[src/rtl/hsfc_pkg.sv]
// ----------------------------------------------------------------------------
// hsfc_pkg
// Shared constants for the binary32 / binary16 converter.
// ----------------------------------------------------------------------------
package hsfc_pkg;

  // conversion direction carried by each transaction
  typedef enum logic {
    ACT_TO_HALF   = 1'b0,
    ACT_TO_SINGLE = 1'b1
  } action_e;

  // binary16 field constants
  localparam logic [15:0] HalfQnan    = 16'h7E00;
  localparam logic [15:0] HalfInf     = 16'h7C00;
  localparam logic [4:0]  HalfExpMax  = 5'd31;

  // binary32 field constants
  localparam logic [31:0] SingleInf   = 32'h7F80_0000;
  localparam logic [7:0]  SingleExpMax = 8'd255;

  // exponent rebias between the formats (127 - 15)
  localparam logic [7:0]  Rebias      = 8'd112;
  // first single exponent that overflows a half (31 + 112)
  localparam logic [7:0]  OvfExp      = 8'd143;
  // lowest single exponent whose value can round to a nonzero half subnormal
  localparam logic [7:0]  MinSubExp   = 8'd102;
  // subnormal right shift is SubShiftBase - exponent
  localparam logic [7:0]  SubShiftBase = 8'd126;
  // single exponent of a half subnormal with its leading one at bit 0
  localparam logic [7:0]  SubExpBase  = 8'd103;

endpackage

[src/rtl/hsfc_if.sv]
// ----------------------------------------------------------------------------
// hsfc interfaces
// Valid/ready channels for the converter's input and result transactions.
// ----------------------------------------------------------------------------

// input channel: one conversion request per transaction
interface hsfc_in_if;
  logic        valid;
  logic        ready;
  logic        action;
  logic [31:0] single_bits;
  logic [15:0] half_bits;

  modport source (output valid, output action, output single_bits, output half_bits,
                  input ready);
  modport sink   (input valid, input action, input single_bits, input half_bits,
                  output ready);
endinterface

// result channel: one converted value per transaction
interface hsfc_out_if;
  logic        valid;
  logic        ready;
  logic [15:0] half_result;
  logic [31:0] single_result;

  modport source (output valid, output half_result, output single_result,
                  input ready);
  modport sink   (input valid, input half_result, input single_result,
                  output ready);
endinterface

[src/rtl/half_single_float_converter.sv]
// ----------------------------------------------------------------------------
// half_single_float_converter
// Stages: input register, conversion logic, result register.
// Throughput: one transaction per cycle while the result side is ready; the
//   input side keeps accepting while a finished result waits, until both
//   register stages are full.
// Reset: rst_ni clears both stage valid flags; no other state.
// ----------------------------------------------------------------------------
module half_single_float_converter
  import hsfc_pkg::*;
(
  input  logic         clk_i,
  input  logic         rst_ni,
  hsfc_in_if.sink      in_ch,
  hsfc_out_if.source   out_ch
);

  logic        s1_valid_q;
  logic        s1_action_q;
  logic [31:0] s1_single_q;
  logic [15:0] s1_half_q;
  logic        s2_valid_q;
  logic [15:0] s2_half_q;
  logic [31:0] s2_single_q;
  logic        s2_ready;
  logic        s1_ready;
  logic [15:0] half_w;
  logic [31:0] single_w;

  // stage handshakes
  assign s2_ready = !s2_valid_q || out_ch.ready;
  assign s1_ready = !s1_valid_q || s2_ready;
  assign in_ch.ready = s1_ready;

  // input register
  always_ff @(posedge clk_i or negedge rst_ni) begin
    if (!rst_ni) begin
      s1_valid_q <= 1'b0;
    end else if (s1_ready) begin
      s1_valid_q <= in_ch.valid;
    end
  end

  always_ff @(posedge clk_i) begin
    if (s1_ready && in_ch.valid) begin
      s1_action_q <= in_ch.action;
      s1_single_q <= in_ch.single_bits;
      s1_half_q   <= in_ch.half_bits;
    end
  end

  // conversion units
  hsfc_to_half u_to_half (
    .single_i (s1_single_q),
    .half_o   (half_w)
  );

  hsfc_to_single u_to_single (
    .half_i   (s1_half_q),
    .single_o (single_w)
  );

  // result register
  always_ff @(posedge clk_i or negedge rst_ni) begin
    if (!rst_ni) begin
      s2_valid_q <= 1'b0;
    end else if (s2_ready) begin
      s2_valid_q <= s1_valid_q;
    end
  end

  always_ff @(posedge clk_i) begin
    if (s2_ready && s1_valid_q) begin
      if (action_e'(s1_action_q) == ACT_TO_SINGLE) begin
        s2_half_q   <= 16'd0;
        s2_single_q <= single_w;
      end else begin
        s2_half_q   <= half_w;
        s2_single_q <= 32'd0;
      end
    end
  end

  assign out_ch.valid         = s2_valid_q;
  assign out_ch.half_result   = s2_half_q;
  assign out_ch.single_result = s2_single_q;

endmodule

[src/rtl/hsfc_to_half.sv]
// ----------------------------------------------------------------------------
// hsfc_to_half
// binary32 to binary16 conversion, round to nearest even, combinational.
// ----------------------------------------------------------------------------
module hsfc_to_half
  import hsfc_pkg::*;
(
  input  logic [31:0] single_i,
  output logic [15:0] half_o
);

  logic [15:0] sign;
  logic [7:0]  ex;
  logic [22:0] man;
  logic [7:0]  he;
  logic [14:0] nq;
  logic [12:0] nrem;
  logic        nup;
  logic [14:0] nrnd;
  logic [23:0] sig;
  logic [7:0]  shift_w;
  logic [4:0]  shift;
  logic [47:0] shifted;
  logic [23:0] sq;
  logic        guard;
  logic        sticky;
  logic [10:0] srnd;

  assign sign = {single_i[31], 15'd0};
  assign ex   = single_i[30:23];
  assign man  = single_i[22:0];
  assign he   = ex - Rebias;

  // normal half result: truncate 13 bits and round to nearest even
  assign nq   = {he[4:0], man[22:13]};
  assign nrem = man[12:0];
  assign nup  = (nrem > 13'h1000) || ((nrem == 13'h1000) && nq[0]);
  assign nrnd = nq + {14'd0, nup};

  // subnormal half result: align the significand and round
  assign sig     = {1'b1, man};
  assign shift_w = SubShiftBase - ex;
  assign shift   = shift_w[4:0];
  assign shifted = {sig, 24'd0} >> shift;
  assign sq      = shifted[47:24];
  assign guard   = shifted[23];
  assign sticky  = |shifted[22:0];
  assign srnd    = sq[10:0] + {10'd0, guard & (sticky | sq[0])};

  // select by exponent class
  always_comb begin
    if (ex == SingleExpMax) begin
      if (man != 23'd0) begin
        half_o = sign | HalfQnan | {6'd0, man[22:13]};
      end else begin
        half_o = sign | HalfInf;
      end
    end else if (ex == 8'd0) begin
      half_o = sign;
    end else if (ex >= OvfExp) begin
      half_o = sign | HalfInf;
    end else if (ex > Rebias) begin
      half_o = sign | {1'b0, nrnd};
    end else if (ex < MinSubExp) begin
      half_o = sign;
    end else begin
      half_o = sign | {5'd0, srnd};
    end
  end

endmodule

[src/rtl/hsfc_to_single.sv]
// ----------------------------------------------------------------------------
// hsfc_to_single
// binary16 to binary32 conversion, exact, with subnormal normalization.
// ----------------------------------------------------------------------------
module hsfc_to_single
  import hsfc_pkg::*;
(
  input  logic [15:0] half_i,
  output logic [31:0] single_o
);

  logic [31:0] sign;
  logic [4:0]  ex;
  logic [9:0]  man;
  logic [3:0]  lead;
  logic [3:0]  lsh;
  logic [9:0]  nman;
  logic [7:0]  sub_exp;
  logic [7:0]  norm_exp;

  assign sign = {half_i[15], 31'd0};
  assign ex   = half_i[14:10];
  assign man  = half_i[9:0];

  // position of the leading one of a subnormal mantissa
  always_comb begin
    lead = 4'd0;
    for (int i = 0; i < 10; i++) begin
      if (man[i]) begin
        lead = i[3:0];
      end
    end
  end

  // shift the leading one out and fix the exponent
  assign lsh      = 4'd10 - lead;
  assign nman     = man << lsh;
  assign sub_exp  = SubExpBase + {4'd0, lead};
  assign norm_exp = {3'd0, ex} + Rebias;

  always_comb begin
    if (ex == HalfExpMax) begin
      single_o = sign | SingleInf | {9'd0, man, 13'd0};
    end else if (ex == 5'd0) begin
      if (man == 10'd0) begin
        single_o = sign;
      end else begin
        single_o = sign | {1'b0, sub_exp, nman, 13'd0};
      end
    end else begin
      single_o = sign | {1'b0, norm_exp, man, 13'd0};
    end
  end

endmodule

[src/flat_wrapper.sv]
// flat-port wrapper written by rule: the top's interface ports become plain ports
module half_single_float_converter_flat import hsfc_pkg::*;
  (clk_i, rst_ni, in_ch_valid, in_ch_action, in_ch_single_bits, in_ch_half_bits, in_ch_ready, out_ch_valid, out_ch_half_result, out_ch_single_result, out_ch_ready);
  hsfc_in_if in_ch_i ();
  hsfc_out_if out_ch_i ();
  input  logic clk_i;
  input  logic rst_ni;
  input wire logic [$bits(in_ch_i.valid)-1:0] in_ch_valid;
  input wire logic [$bits(in_ch_i.action)-1:0] in_ch_action;
  input wire logic [$bits(in_ch_i.single_bits)-1:0] in_ch_single_bits;
  input wire logic [$bits(in_ch_i.half_bits)-1:0] in_ch_half_bits;
  output wire logic [$bits(in_ch_i.ready)-1:0] in_ch_ready;
  output wire logic [$bits(out_ch_i.valid)-1:0] out_ch_valid;
  output wire logic [$bits(out_ch_i.half_result)-1:0] out_ch_half_result;
  output wire logic [$bits(out_ch_i.single_result)-1:0] out_ch_single_result;
  input wire logic [$bits(out_ch_i.ready)-1:0] out_ch_ready;
  assign in_ch_i.valid = in_ch_valid;
  assign in_ch_i.action = in_ch_action;
  assign in_ch_i.single_bits = in_ch_single_bits;
  assign in_ch_i.half_bits = in_ch_half_bits;
  assign in_ch_ready = in_ch_i.ready;
  assign out_ch_valid = out_ch_i.valid;
  assign out_ch_half_result = out_ch_i.half_result;
  assign out_ch_single_result = out_ch_i.single_result;
  assign out_ch_i.ready = out_ch_ready;
  half_single_float_converter u_core (.clk_i(clk_i), .rst_ni(rst_ni), .in_ch(in_ch_i), .out_ch(out_ch_i));
endmodule
[config.mk]
export PLATFORM = sky130hd
export DESIGN_NAME = half_single_float_converter_flat
export DESIGN_NICKNAME = d
export VERILOG_FILES = /design/src/rtl/hsfc_pkg.sv /design/src/rtl/hsfc_if.sv /design/src/rtl/half_single_float_converter.sv /design/src/rtl/hsfc_to_half.sv /design/src/rtl/hsfc_to_single.sv /design/src/flat_wrapper.sv
export SDC_FILE = /design/constraint.sdc
export NUM_CORES = 1
export LEC_CHECK = 0
export ABC_CLOCK_PERIOD_IN_PS = 7400
export BUFFER_PORTS_ARGS = -buffer_cell sky130_fd_sc_hd__buf_2
export CAP_MARGIN = 25
export CORE_MARGIN = 2
export CORE_UTILIZATION = 55
export DETAILED_ROUTE_END_ITERATION = 10
export PLACE_DENSITY_LB_ADDON = 0.2
export SYNTH_ARGS = -nofsm -noshare
export SYNTH_HDL_FRONTEND = slang
export SYNTH_SLANG_ARGS = --single-unit
[constraint.sdc]
create_clock -name clk_i -period 7.4 [get_ports clk_i]
set_clock_uncertainty 0.15 [all_clocks]
set_input_delay 0.74 -clock clk_i [delete_from_list [all_inputs] [get_ports clk_i]]
set_output_delay 0.74 -clock clk_i [all_outputs]
set_load 0.02 [all_outputs]
Yosys cells after proc, flatten, opt, wreduce, memory -nomap -nowiden
Index checks and enable logic that the tools add are counted.
{"block": "word_totals", "register_bits": 99, "input_bits": 53, "out_inout_bits": 50, "wordCells": 62}
{"block": "op_classes", "add_sub_neg": 7, "n_lt_le_gt_ge": 4, "n_eq_ne": 3, "n_shift": 2, "muxes": 18, "bitwise_logic": 8, "reduce_logical": 13}
{"cell": "16-bit 2-to-1 mux", "n": 6}
{"cell": "32-bit 2-to-1 mux", "n": 3}
{"cell": "32-bit by 31-bit bitwise OR with 32-bit output", "n": 2}
{"cell": "48-bit by 5-bit >> shifter with 35-bit output", "n": 1}
{"cell": "32-bit by 23-bit bitwise OR with 32-bit output", "n": 1}
{"cell": "4-bit 2-to-1 mux", "n": 7}
{"cell": "23-bit nonzero test", "n": 1}
{"cell": "23-bit OR reduction", "n": 1}
{"cell": "16-bit by 10-bit bitwise OR with 16-bit output", "n": 1}
{"cell": "16-bit by 11-bit bitwise OR with 16-bit output", "n": 1}
{"cell": "16-bit by 15-bit bitwise OR with 16-bit output", "n": 1}
{"cell": "15-bit by 1-bit adder with 15-bit output", "n": 1}
{"cell": "13-bit == test, second input constant", "n": 1}
{"cell": "13-bit greater-than comparator, second input constant", "n": 1}
{"cell": "11-bit by 1-bit adder with 11-bit output", "n": 1}
{"cell": "10-bit logical NOT", "n": 1}
{"cell": "10-bit by 4-bit << shifter with 10-bit output", "n": 1}
{"cell": "5-bit by 7-bit adder with 8-bit output, second input constant", "n": 1}
{"cell": "7-bit by 4-bit adder with 8-bit output, first input constant", "n": 1}
{"cell": "8-bit == test, second input constant", "n": 1}
{"cell": "8-bit >= comparator, second input constant", "n": 1}
{"cell": "8-bit by 7-bit greater-than comparator with 1-bit output, second input constant", "n": 1}
{"cell": "8-bit logical NOT", "n": 1}
{"cell": "8-bit by 7-bit less-than comparator with 1-bit output, second input constant", "n": 1}
{"cell": "12 further kinds", "n": 17}

Logic depth before layout (Yosys ltp)
Gate-level depths: netlist of run 1.
{"block": "depth", "depth_word": 15, "depth_mapped": 17, "depth_no_buf": 14}

Cells and area by module
From an unflattened synthesis of run 1, not the netlist that was laid out.
{"block": "unflattened", "cells_unflattened": 686, "hier_area_um2": 6931.6}
{"module": "half_single_float_converter", "n_inst": 1, "cells_per_inst": 158, "area_per_inst_um2": 3349.5, "seq_area_each_um2": 2962.8}
{"module": "hsfc_to_half", "n_inst": 1, "cells_per_inst": 384, "area_per_inst_um2": 2627.5, "seq_area_each_um2": 0.0}
{"module": "hsfc_to_single", "n_inst": 1, "cells_per_inst": 144, "area_per_inst_um2": 954.7, "seq_area_each_um2": 0.0}

Worst setup path after synthesis of run 1
No wires, ideal clock.
{"block": "synth_timing", "path_type": "reg-to-reg", "start": "register u_core.s1_single_q[23]", "end": "register u_core.s2_half_q[0] (netlist: u_core.out_ch.half_result[0]), data pin", "setup_time_ns": 0.261, "t_arrival_ns": 3.494, "required_ns": 6.989, "path_slack_ns": 3.495, "stages_incl_launch_ff": 17, "n_path_buf": 6, "period_less_slack_ns": 3.905, "cell_sequence": "edfxtp_1 -> buf_4 -> clkinv_1 -> buf_2 -> ha_1 -> buf_4 -> buf_6 -> buf_4 -> clkbuf_1 -> mux2_2 -> mux2i_1 -> a31oi_1 -> a31oi_1 -> nand3_1 -> o31ai_1 -> a221oi_1 -> o311a_1"}
{"block": "synth_via", "elab_chain_len": 12, "elab_cells_between_ends": 17, "classes_between": "add/sub: 2; order compare: 3; eq/ne: 1; shift: 1; mux: 5; bitwise: 3; reduce/logical: 2"}
{"item": "start: declaration", "line": "half_single_float_converter.sv:20", "text": "logic [31:0] s1_single_q;"}
{"item": "start signal: assignment", "line": "half_single_float_converter.sv:47", "text": "s1_single_q <= in_ch.single_bits;"}
{"item": "5-bit subtractor", "line": "hsfc_to_half.sv:42", "text": "assign shift_w = SubShiftBase - ex;"}
{"item": "48-bit by 5-bit >> shifter with 35-bit output", "line": "hsfc_to_half.sv:44", "text": "assign shifted = {sig, 24'd0} >> shift;"}
{"item": "23-bit OR reduction", "line": "hsfc_to_half.sv:47", "text": "assign sticky = |shifted[22:0];"}
{"item": "1-bit bitwise OR", "line": "hsfc_to_half.sv:48", "text": "assign srnd = sq[10:0] + {10'd0, guard & (sticky | sq[0])};"}
{"item": "1-bit AND", "line": "hsfc_to_half.sv:48"}
{"item": "11-bit by 1-bit adder with 11-bit output", "line": "hsfc_to_half.sv:48"}
{"item": "16-bit by 11-bit bitwise OR with 16-bit output", "line": "hsfc_to_half.sv:67", "text": "half_o = sign | {5'd0, srnd};"}
{"item": "16-bit 2-to-1 mux", "line": "hsfc_to_half.sv:64", "text": "end else if (ex < MinSubExp) begin"}
{"item": "16-bit 2-to-1 mux", "line": "hsfc_to_half.sv:62", "text": "end else if (ex > Rebias) begin"}
{"item": "16-bit 2-to-1 mux", "line": "hsfc_to_half.sv:60", "text": "end else if (ex >= OvfExp) begin"}
{"item": "16-bit 2-to-1 mux", "line": "hsfc_to_half.sv:58", "text": "end else if (ex == 8'd0) begin"}
{"item": "16-bit 2-to-1 mux (*)", "line": "hsfc_to_half.sv:52", "text": "if (ex == SingleExpMax) begin"}
{"item": "end signal: assignment", "line": "half_single_float_converter.sv:78", "text": "s2_half_q <= half_w;"}
{"item": "end: declaration", "line": "half_single_float_converter.sv:23", "text": "logic [15:0] s2_half_q;"}
Every way passes the cells marked *; elsewhere a longest branch is shown, timed or not.
A chain may end at the register's enable or synchronous reset.

Final worst setup path of run 1
{"block": "layout_timing", "start": "register u_core.s1_single_q[23]", "end": "register u_core.s2_half_q[10] (netlist: u_core.out_ch.half_result[10]), data pin"}
The elaborated chain is that of the path after synthesis.

==> results of run 1 <==
-- flip-flops by register name, summed over array words and instances, names as in the netlist --
name	cells
u_core.s1_valid_q	1
u_core.out_ch.valid	1
u_core.s1_single_q	32
u_core.out_ch.half_result	16
u_core.out_ch.single_result	18
u_core.s1_action_q	1
u_core.s1_half_q	16
-- worst paths after layout --
path,startpoint,depth (start not counted),slack [ns],end
max,u_core.s1_single_q[23]$_DFFE_PP_,14,2.34,u_core.out_ch.half_result[10]$_SDFFCE_PP0P_
min,u_core.s1_valid_q$_DFFE_PN0N_,1,0.36,u_core.out_ch.valid$_DFFE_PN0P_
max reg2reg,u_core.s1_single_q[23]$_DFFE_PP_,14,2.34,u_core.out_ch.half_result[10]$_SDFFCE_PP0P_
min reg2reg,u_core.s1_valid_q$_DFFE_PN0N_,1,0.36,u_core.out_ch.valid$_DFFE_PN0P_
max in group asynchronous,rst_ni,2,6.48,u_core.out_ch.valid$_DFFE_PN0P_
min in group asynchronous,rst_ni,2,0.51,u_core.s1_valid_q$_DFFE_PN0N_
-- cell families after synthesis --
group	count (synthesis)	share of synthesized area [%]
and+or+nand+nor	184	14.95
AOI/OAI and AO/OA	132	14.85
DFF	85	42.02
muxes	72	16.85
buffers and inverters	67	5.728
xor gates and xnor gates	23	3.887
adders and majority gates	8	1.654
other	1	0.06198
-- Yosys cell counts, types with 7 or more instances --
| master | count |
|---|---|
| nor3_1 | 11 |
| ha_1 | 8 |
| and3_1 | 12 |
| mux2i_1 | 31 |
| a31oi_1 | 8 |
| xnor2_1 | 10 |
| clkbuf_1 | 27 |
| buf_2 | 7 |
| inv_1 | 11 |
| mux2_2 | 19 |
| mux4_2 | 22 |
| edfxtp_1 | 83 |
| nand3_1 | 18 |
| a21oi_1 | 28 |
| a211oi_1 | 9 |
| nor4_1 | 7 |
| nand2_1 | 42 |
| xor2_1 | 10 |
| o21ai_0 | 28 |
| nor2_1 | 51 |
| buf_4 | 19 |
| nor2b_1 | 11 |
-- power by group through the flow --
stage | clock [mW] | combinational, mW | sequential (mW)
2_1_floorplan | 0 | 0.274 | 0.622
3_3_place_gp | 0 | 0.366 | 0.614
3_5_place_dp | 0 | 0.370 | 0.616
4_1_cts | 0.361 | 0.372 | 0.605
5_1_grt | 0.381 | 0.411 | 0.611
6_report | 0.357 | 0.378 | 0.606
-- metal layers --
metal  part of all wire, %  global-route usage, %  wire [um]  up-vias
met5                     0                      0          0        -
met4                   2.0                  8.608        289        0
met3                   7.4                  4.603       1067       26
met2                    46                  39.22       6701      237
met1                    44                  36.98       6425     2317
li1                      -                      -          -     2286
-- metrics by stage --
stage / setup WS [ns] / cell area, um^2 / hold slack [ns]
detailed placement: 2.365 / 6461 / 0.3366
global route: 1.986 / 6704 / 0.3716
floorplan: 3.495 / 6096 / 0.2944
global placement: 2.456 / 6461 / 0.3178
finish: 2.341 / 6704 / 0.3634
CTS: 2.358 / 6676 / 0.3620
-- worst reg2reg max path, stage by stage, from the launching register on --
cell	delay, ns
edfxtp_1	0.33
buf_4	0.42
clkinv_1	0.64
ha_1	0.53
buf_4	0.48
mux2i_1	0.21
mux4_2	0.56
nor4b_1	0.31
a41o_1	0.20
ha_1	0.22
and3_1	0.20
nand3_1	0.12
nor3_1	0.20
xor2_1	0.17
o22ai_1	0.08
-- repair_timing --
action,in CTS,in global routing
buffers inserted,0,0
endpoints found under the hold margin,2,0
hold buffers,1,0
-- area by class of cell --
type | instances | area (um^2)
inverters | 12 | 45.04
clock buffers | 10 | 127.6
multi-input cells | 432 | 3216
clock inverters | 6 | 77.57
well taps | 140 | 175.2
flip-flops and latches | 85 | 2542
fillers | 915 | 4089
repair buffers | 97 | 520.5
==> summary.txt, run 1 <==
Power and ir drop
  • Gate power share: between 20% and 30%
  • Total power: around 1.3 mW
  • Internal power: a little under 0.9 mW
  • Peak supply drop: roughly 0.14 mV
  • Sequential power share: around 45%
  • Clock power share: between 20% and 30%
  • Static Leak: between 2 and 3 nW
  • Sw Share: around a third
  • Power Density: around 200 mW/mm^2
  • Psw: 0.4497 mW

GRT
  • Initial antenna violation count: 0
  • Largest net degree at the start of global routing: 50
  • Total GRT Usage: 25.65%
  • Remaining Overflow, GRT: 0
  • Vias in the first global route: 4555
  • First-pass GRT wire length: about 23 mm

Setup path
  • CP Class: flop to flop
  • CP max-delay cell: clkinv_1
  • Bufs and invs on worst path: 3
  • CP max FO: between 40 and 50
  • Crit path max-delay family: buffers and inverters
  • CP endpoint kind: flop
  • Required @ worst endpoint: 7.38 ns
  • Slowest cell delay on critical path: ~0.63 ns
  • Crit-path cells: buf_4, clkinv_1, ha_1, buf_4, mux2i_1, mux4_2, nor4b_1, a41o_1, ha_1, and3_1, nand3_1, nor3_1, xor2_1, o22ai_1
  • Critical Path AT: approximately 5.0 ns
  • Startpoint Class: flop

STA
  • RSZ-0062 raised after global routing: no
  • Fin. Hold Viols: 0
  • Relative slew slack: 31.67%
  • Worst Tran Pin Value: a little over 1 ns
  • Slew Limit Fails: 0
  • Tmin final: about 5 ns
  • Fmax: between 150 and 200 MHz
  • Final setup TNS: 0 ns
  • Fin crit share: 68.37%
  • # setup viols final: 0

CTS
  • CTS Buf Count: 9
  • Bufs on Longest Clock Path: 2
  • Worst-path clk slew: about 0.1 ns
  • Clk Latency, worst-skew pair: between 0.3 and 0.4 ns
  • CTS tree: done
  • CTS Root Cell: clkbuf_8
  • # resized after CTS: 0
  • Clock sinks: 85
  • # H-tree levels: 3

Place
  • RD Place Congestion: 0.9590
  • HPWL after DPL: around 10 mm
  • Port-buffer cells: between 80 and 90
  • Cell total after placement: 763

Flow run
  • Max cap viols: 0

Drt
  • Drt pass-1 iters: 5
  • Total number of vias: roughly 4.9k
  • DR vias/cell: slightly above 6
  • Detail Route Antenna Nets: 0
  • Drt total wl: 14.48 mm
  • Starting DRC count in detailed routing: around 510
  • Wire length per cell: roughly 19 um
  • Drt drc: 0

Cells and area
  • Non-Filler Instances: around 800
  • Most frequent cells in the layout: buf_2, edfxtp_1, nor2_1, nand2_1, mux2i_1
  • Commonest non-fill, non-tap cell in the layout: buf_2
  • Area delta synth->final: 10.79%
  • Final Util: between 60 and 70%
  • Layout Nets: around 700
  • Layout cells sized above 1: approximately a quarter
  • Antenna Cells: 0

Floorplan
  • Initial core utilization: 56.06%
  • Num rows: 38
  • Die Wd: between 100 and 150 um
  • DIE HEIGHT: about 110 um
  • CORE AREA: between 0.01 and 0.015 mm^2
  • IO Pins: 103
  • Die area: 0.01186 mm^2

Synthesis
  • Largest cells by area after synthesis: edfxtp_1, mux4_2, mux2i_1, mux2_2, nor2_1
  • Leading area contributor after synthesis: edfxtp_1
  • Syn Inst Count: about 570
  • Post-synthesis cell type count: 67
  • Top_reg_cell synth: edfxtp_1
  • Mapped Avg Cell Area: between 10 and 15 um^2
  • Synth top area share: 41.19%
  • Synth Register Bits: between 80 and 90
  • Seq/Total Area, Yosys: ~42%
  • YS warnings: 0
  • Asr flop ratio synth: 2.353%
  • Post-synth EDFFs: 83
  • Synthesized area: 0.006051 mm^2

Status
  • Status: finished clean

Hold path
  • Worst Hold Class: flop to flop
Power figures use the tool's default switching activity.
==> run 2, diff against run 1 <==
--- a/config.mk
+++ b/config.mk
@@ -5,11 +5,11 @@
 export SDC_FILE = /design/constraint.sdc
 export NUM_CORES = 1
 export LEC_CHECK = 0
-export ABC_CLOCK_PERIOD_IN_PS = 7400
+export ABC_CLOCK_PERIOD_IN_PS = 4100
 export BUFFER_PORTS_ARGS = -buffer_cell sky130_fd_sc_hd__buf_2
 export CAP_MARGIN = 25
 export CORE_MARGIN = 2
-export CORE_UTILIZATION = 55
+export CORE_UTILIZATION = 52
 export DETAILED_ROUTE_END_ITERATION = 10
 export PLACE_DENSITY_LB_ADDON = 0.2
 export SYNTH_ARGS = -nofsm -noshare
==> constraint.sdc (replaced) <==
create_clock -name clk_i -period 4.1 [get_ports clk_i]
set_clock_uncertainty 0.15 [all_clocks]
set_input_delay 0.41 -clock clk_i [delete_from_list [all_inputs] [get_ports clk_i]]
set_output_delay 0.41 -clock clk_i [all_outputs]
set_load 0.02 [all_outputs]
==> run 2 against run 1 <==
Against the previous run: cell count is 2.8% higher; die area is 5.6% higher; count of clock-buffer cells in the layout down 1; sequential share of layout area decreased by 1.5 points; sequential cell count stayed put; critical path depth decreased by 5; worst setup slack worse by 2.0 ns; clock power increased by 150%; critical endpoint is now u_core.out_ch.half_result[9]$_SDFFCE_PP0P_; highest routed layer unchanged.
==> summary.txt, run 2 (synthesis results as in run 1) <==
Status
  • Status: finished clean (unchanged)

Place
  • HPWL after DPL: 12.09 mm (was 10.49 mm)
  • Dpl cell area: 0.006620 mm^2 (was 0.006461 mm^2)
  • Port-buffer cells: 89 (unchanged)
  • RD Place Congestion: 0.9598 (was 0.9590)

Power and ir drop
  • Static Leak: 2.754 nW (was 2.601 nW)
  • Peak supply drop: 0.2733 mV (was 0.1374 mV)
  • Power Density: 388.1 mW/mm^2 (was 199.9 mW/mm^2)

Drt
  • Wire length per cell: 20.11 um (was 18.52 um)
  • Drt drc: 0 (unchanged)
  • Starting DRC count in detailed routing: 410 (was 512)
  • Drt pass-1 iters: 5 (unchanged)
  • Detail Route Antenna Nets: 0 (unchanged)
  • DR vias/cell: 6.231 (was 6.223)
  • Total number of vias: 5010 (was 4866)
  • Drt total wl: 16.17 mm (was 14.48 mm)

Cells and area
  • Area delta synth->final: 15.41% (was 10.79%)
  • Antenna Cells: 0 (unchanged)
  • Total of fill cells in the finished design: 945 (was 915)
  • Fin area: 0.006983 mm^2 (was 0.006704 mm^2)
  • Largest register FFs: 32 (unchanged)
  • Layout cells sized above 1: 27.69% (was 25.86%)
  • Biggest register: u_core.s1_single_q (unchanged)
  • Commonest non-fill, non-tap cell in the layout: buf_2 (unchanged)
  • Layout Nets: 717 (was 698)
  • Most frequent cells in the layout: buf_2, edfxtp_1, nor2_1, nand2_1, mux2i_1 (unchanged)

CTS
  • CTS tree: done (unchanged)
  • Worst-path clk slew: 0.07 ns (was 0.10 ns)
  • CTS Buf Count: 9 (unchanged)
  • # H-tree levels: 3 (unchanged)
  • Clk Latency, worst-skew pair: 0.33 ns (was 0.38 ns)
  • Bufs on Longest Clock Path: 2 (unchanged)
  • Clock sinks: 85 (unchanged)
  • CTS Root Cell: clkbuf_16 (was clkbuf_8)

Setup path
  • CP max FO: 7 (was 46)
  • Startpoint Class: flop (unchanged)
  • CP Class: flop to flop (unchanged)
  • Setup slack, reg-to-reg: 0.29 ns (was 2.34 ns)
  • Required @ worst endpoint: 4.02 ns (was 7.38 ns)
  • Critical Path AT: 3.73 ns (was 5.04 ns)
  • CP endpoint kind: flop (unchanged)

GRT
  • Total GRT Usage: 26.15% (was 25.65%)
  • Initial antenna violation count: 0 (unchanged)
  • First-pass GRT wire length: 25.83 mm (was 23.37 mm)
  • Largest net degree at the start of global routing: 50 (unchanged)
  • Vias in the first global route: 4612 (was 4555)
  • Remaining Overflow, GRT: 0 (unchanged)

STA
  • Fin crit share: 92.88% (was 68.37%)
  • Relative slew slack: 29.59% (was 31.67%)
  • Worst Tran Pin Value: 1.047 ns (was 1.016 ns)
  • Tmin final: 3.808 ns (was 5.059 ns)
  • Final setup TNS: 0 ns (unchanged)
  • Fin. Hold Viols: 0 (unchanged)
  • # setup viols final: 0 (unchanged)
  • RSZ-0062 raised after global routing: no (unchanged)
  • Slew Limit Fails: 0 (unchanged)
  • Fmax: 262.6 MHz (was 197.7 MHz)

Floorplan
  • Num rows: 39 (was 38)
  • Die area: 0.01251 mm^2 (was 0.01186 mm^2)
  • IO Pins: 103 (unchanged)
  • CORE AREA: 0.01137 mm^2 (was 0.01079 mm^2)
  • DIE HEIGHT: 111.9 um (was 108.9 um)
  • Die Wd: 111.9 um (was 108.9 um)
  • Initial core utilization: 53.22% (was 56.06%)

Flow run
  • Max cap viols: 0 (unchanged)

Hold path
  • Worst Hold Class: input pin to flop (was flop to flop)
run 2: changes by cell type in the layout (fill, tap and decap cells not counted), moves of 2 or more:
| cell | before | now |
|---|---|---|
| clkbuf_16 | 0 | 9 |
| clkbuf_8 | 9 | 0 |
| clkinv_1 | 1 | 3 |
| buf_4 | 6 | 24 |
run 2: cell type report:
type / count / area, um^2 / share of cell area, %
clock inverter: 7 / 96.34 / 1.380
sequential: 85 / 2542 / 36.41
inverter: 12 / 45.04 / 0.6450
tap: 143 / 178.9 / 2.562
multi-input combinational: 432 / 3219 / 46.10
clock buffer: 9 / 225.2 / 3.225
timing repair buffer: 116 / 675.6 / 9.676
run 2: path summary, 6_finish.rpt:
check / start / end / depth (start not counted)
min reg2reg: u_core.s1_valid_q$_DFFE_PN0N_ / u_core.out_ch.valid$_DFFE_PN0P_ / 1
min: in_ch_single_bits[11] / u_core.s1_single_q[11]$_DFFE_PP_ / 1
max reg2reg: u_core.s1_single_q[25]$_DFFE_PP_ / u_core.out_ch.half_result[9]$_SDFFCE_PP0P_ / 9
min in group asynchronous: rst_ni / u_core.s1_valid_q$_DFFE_PN0N_ / 2
max in group asynchronous: rst_ni / u_core.out_ch.valid$_DFFE_PN0P_ / 2
max: u_core.s1_single_q[25]$_DFFE_PP_ / u_core.out_ch.half_result[9]$_SDFFCE_PP0P_ / 9
run 2: where the power goes:
| group | internal (mW) | switching [mW] | total, mW |
|---|---|---|---|
| clock | 0.537 | 0.342 | 0.879 |
| sequential | 1.03 | 0.0634 | 1.10 |
| combinational | 0.305 | 0.428 | 0.733 |
run 2: metrics by stage:
step | power, mW | std cells | setup WS [ns] | utilization, % | hold slack (ns)
floorplan | 1.618 | 584 | 0.1949 | - | -0.03559
global placement | 1.822 | 786 | 0.06013 | 58.23 | 0.04596
detailed placement | 1.828 | 786 | 0.08896 | 58.23 | 0.04766
CTS | 2.705 | 803 | 0.08024 | 61.14 | 0.08820
global route | 2.827 | 804 | 0.1098 | 61.42 | 0.07513
finish | 2.710 | 804 | 0.2918 | 61.42 | 0.09322
run 2: critical path: stages, from the launching register on:
cell and delay, ns:
edfxtp_1 0.68, nand3_1 0.25, xor2_1 0.60, mux2i_1 0.43, or3b_2 0.50, a21boi_2 0.20
nand2_1 0.13, and4bb_1 0.34, xor2_1 0.15, o22ai_1 0.09
run 2: timing repair:
action | CTS | global route
resized for setup | 0 | 1
hold buffers | 1 | 0
buffers inserted | 0 | 0
hold endpoints to repair | 2 | 0
setup endpoints to repair | 0 | 3
run 2: routing by layer:
layer	up-vias	track usage [%]	part of all wire [%]	routed length, um
li1	2331	-	-	-
met3	23	4.845	7.6	1228
met5	-	0	0	0
met2	249	38.51	44	7174
met4	0	6.091	1.5	250
met1	2407	40.34	46	7516
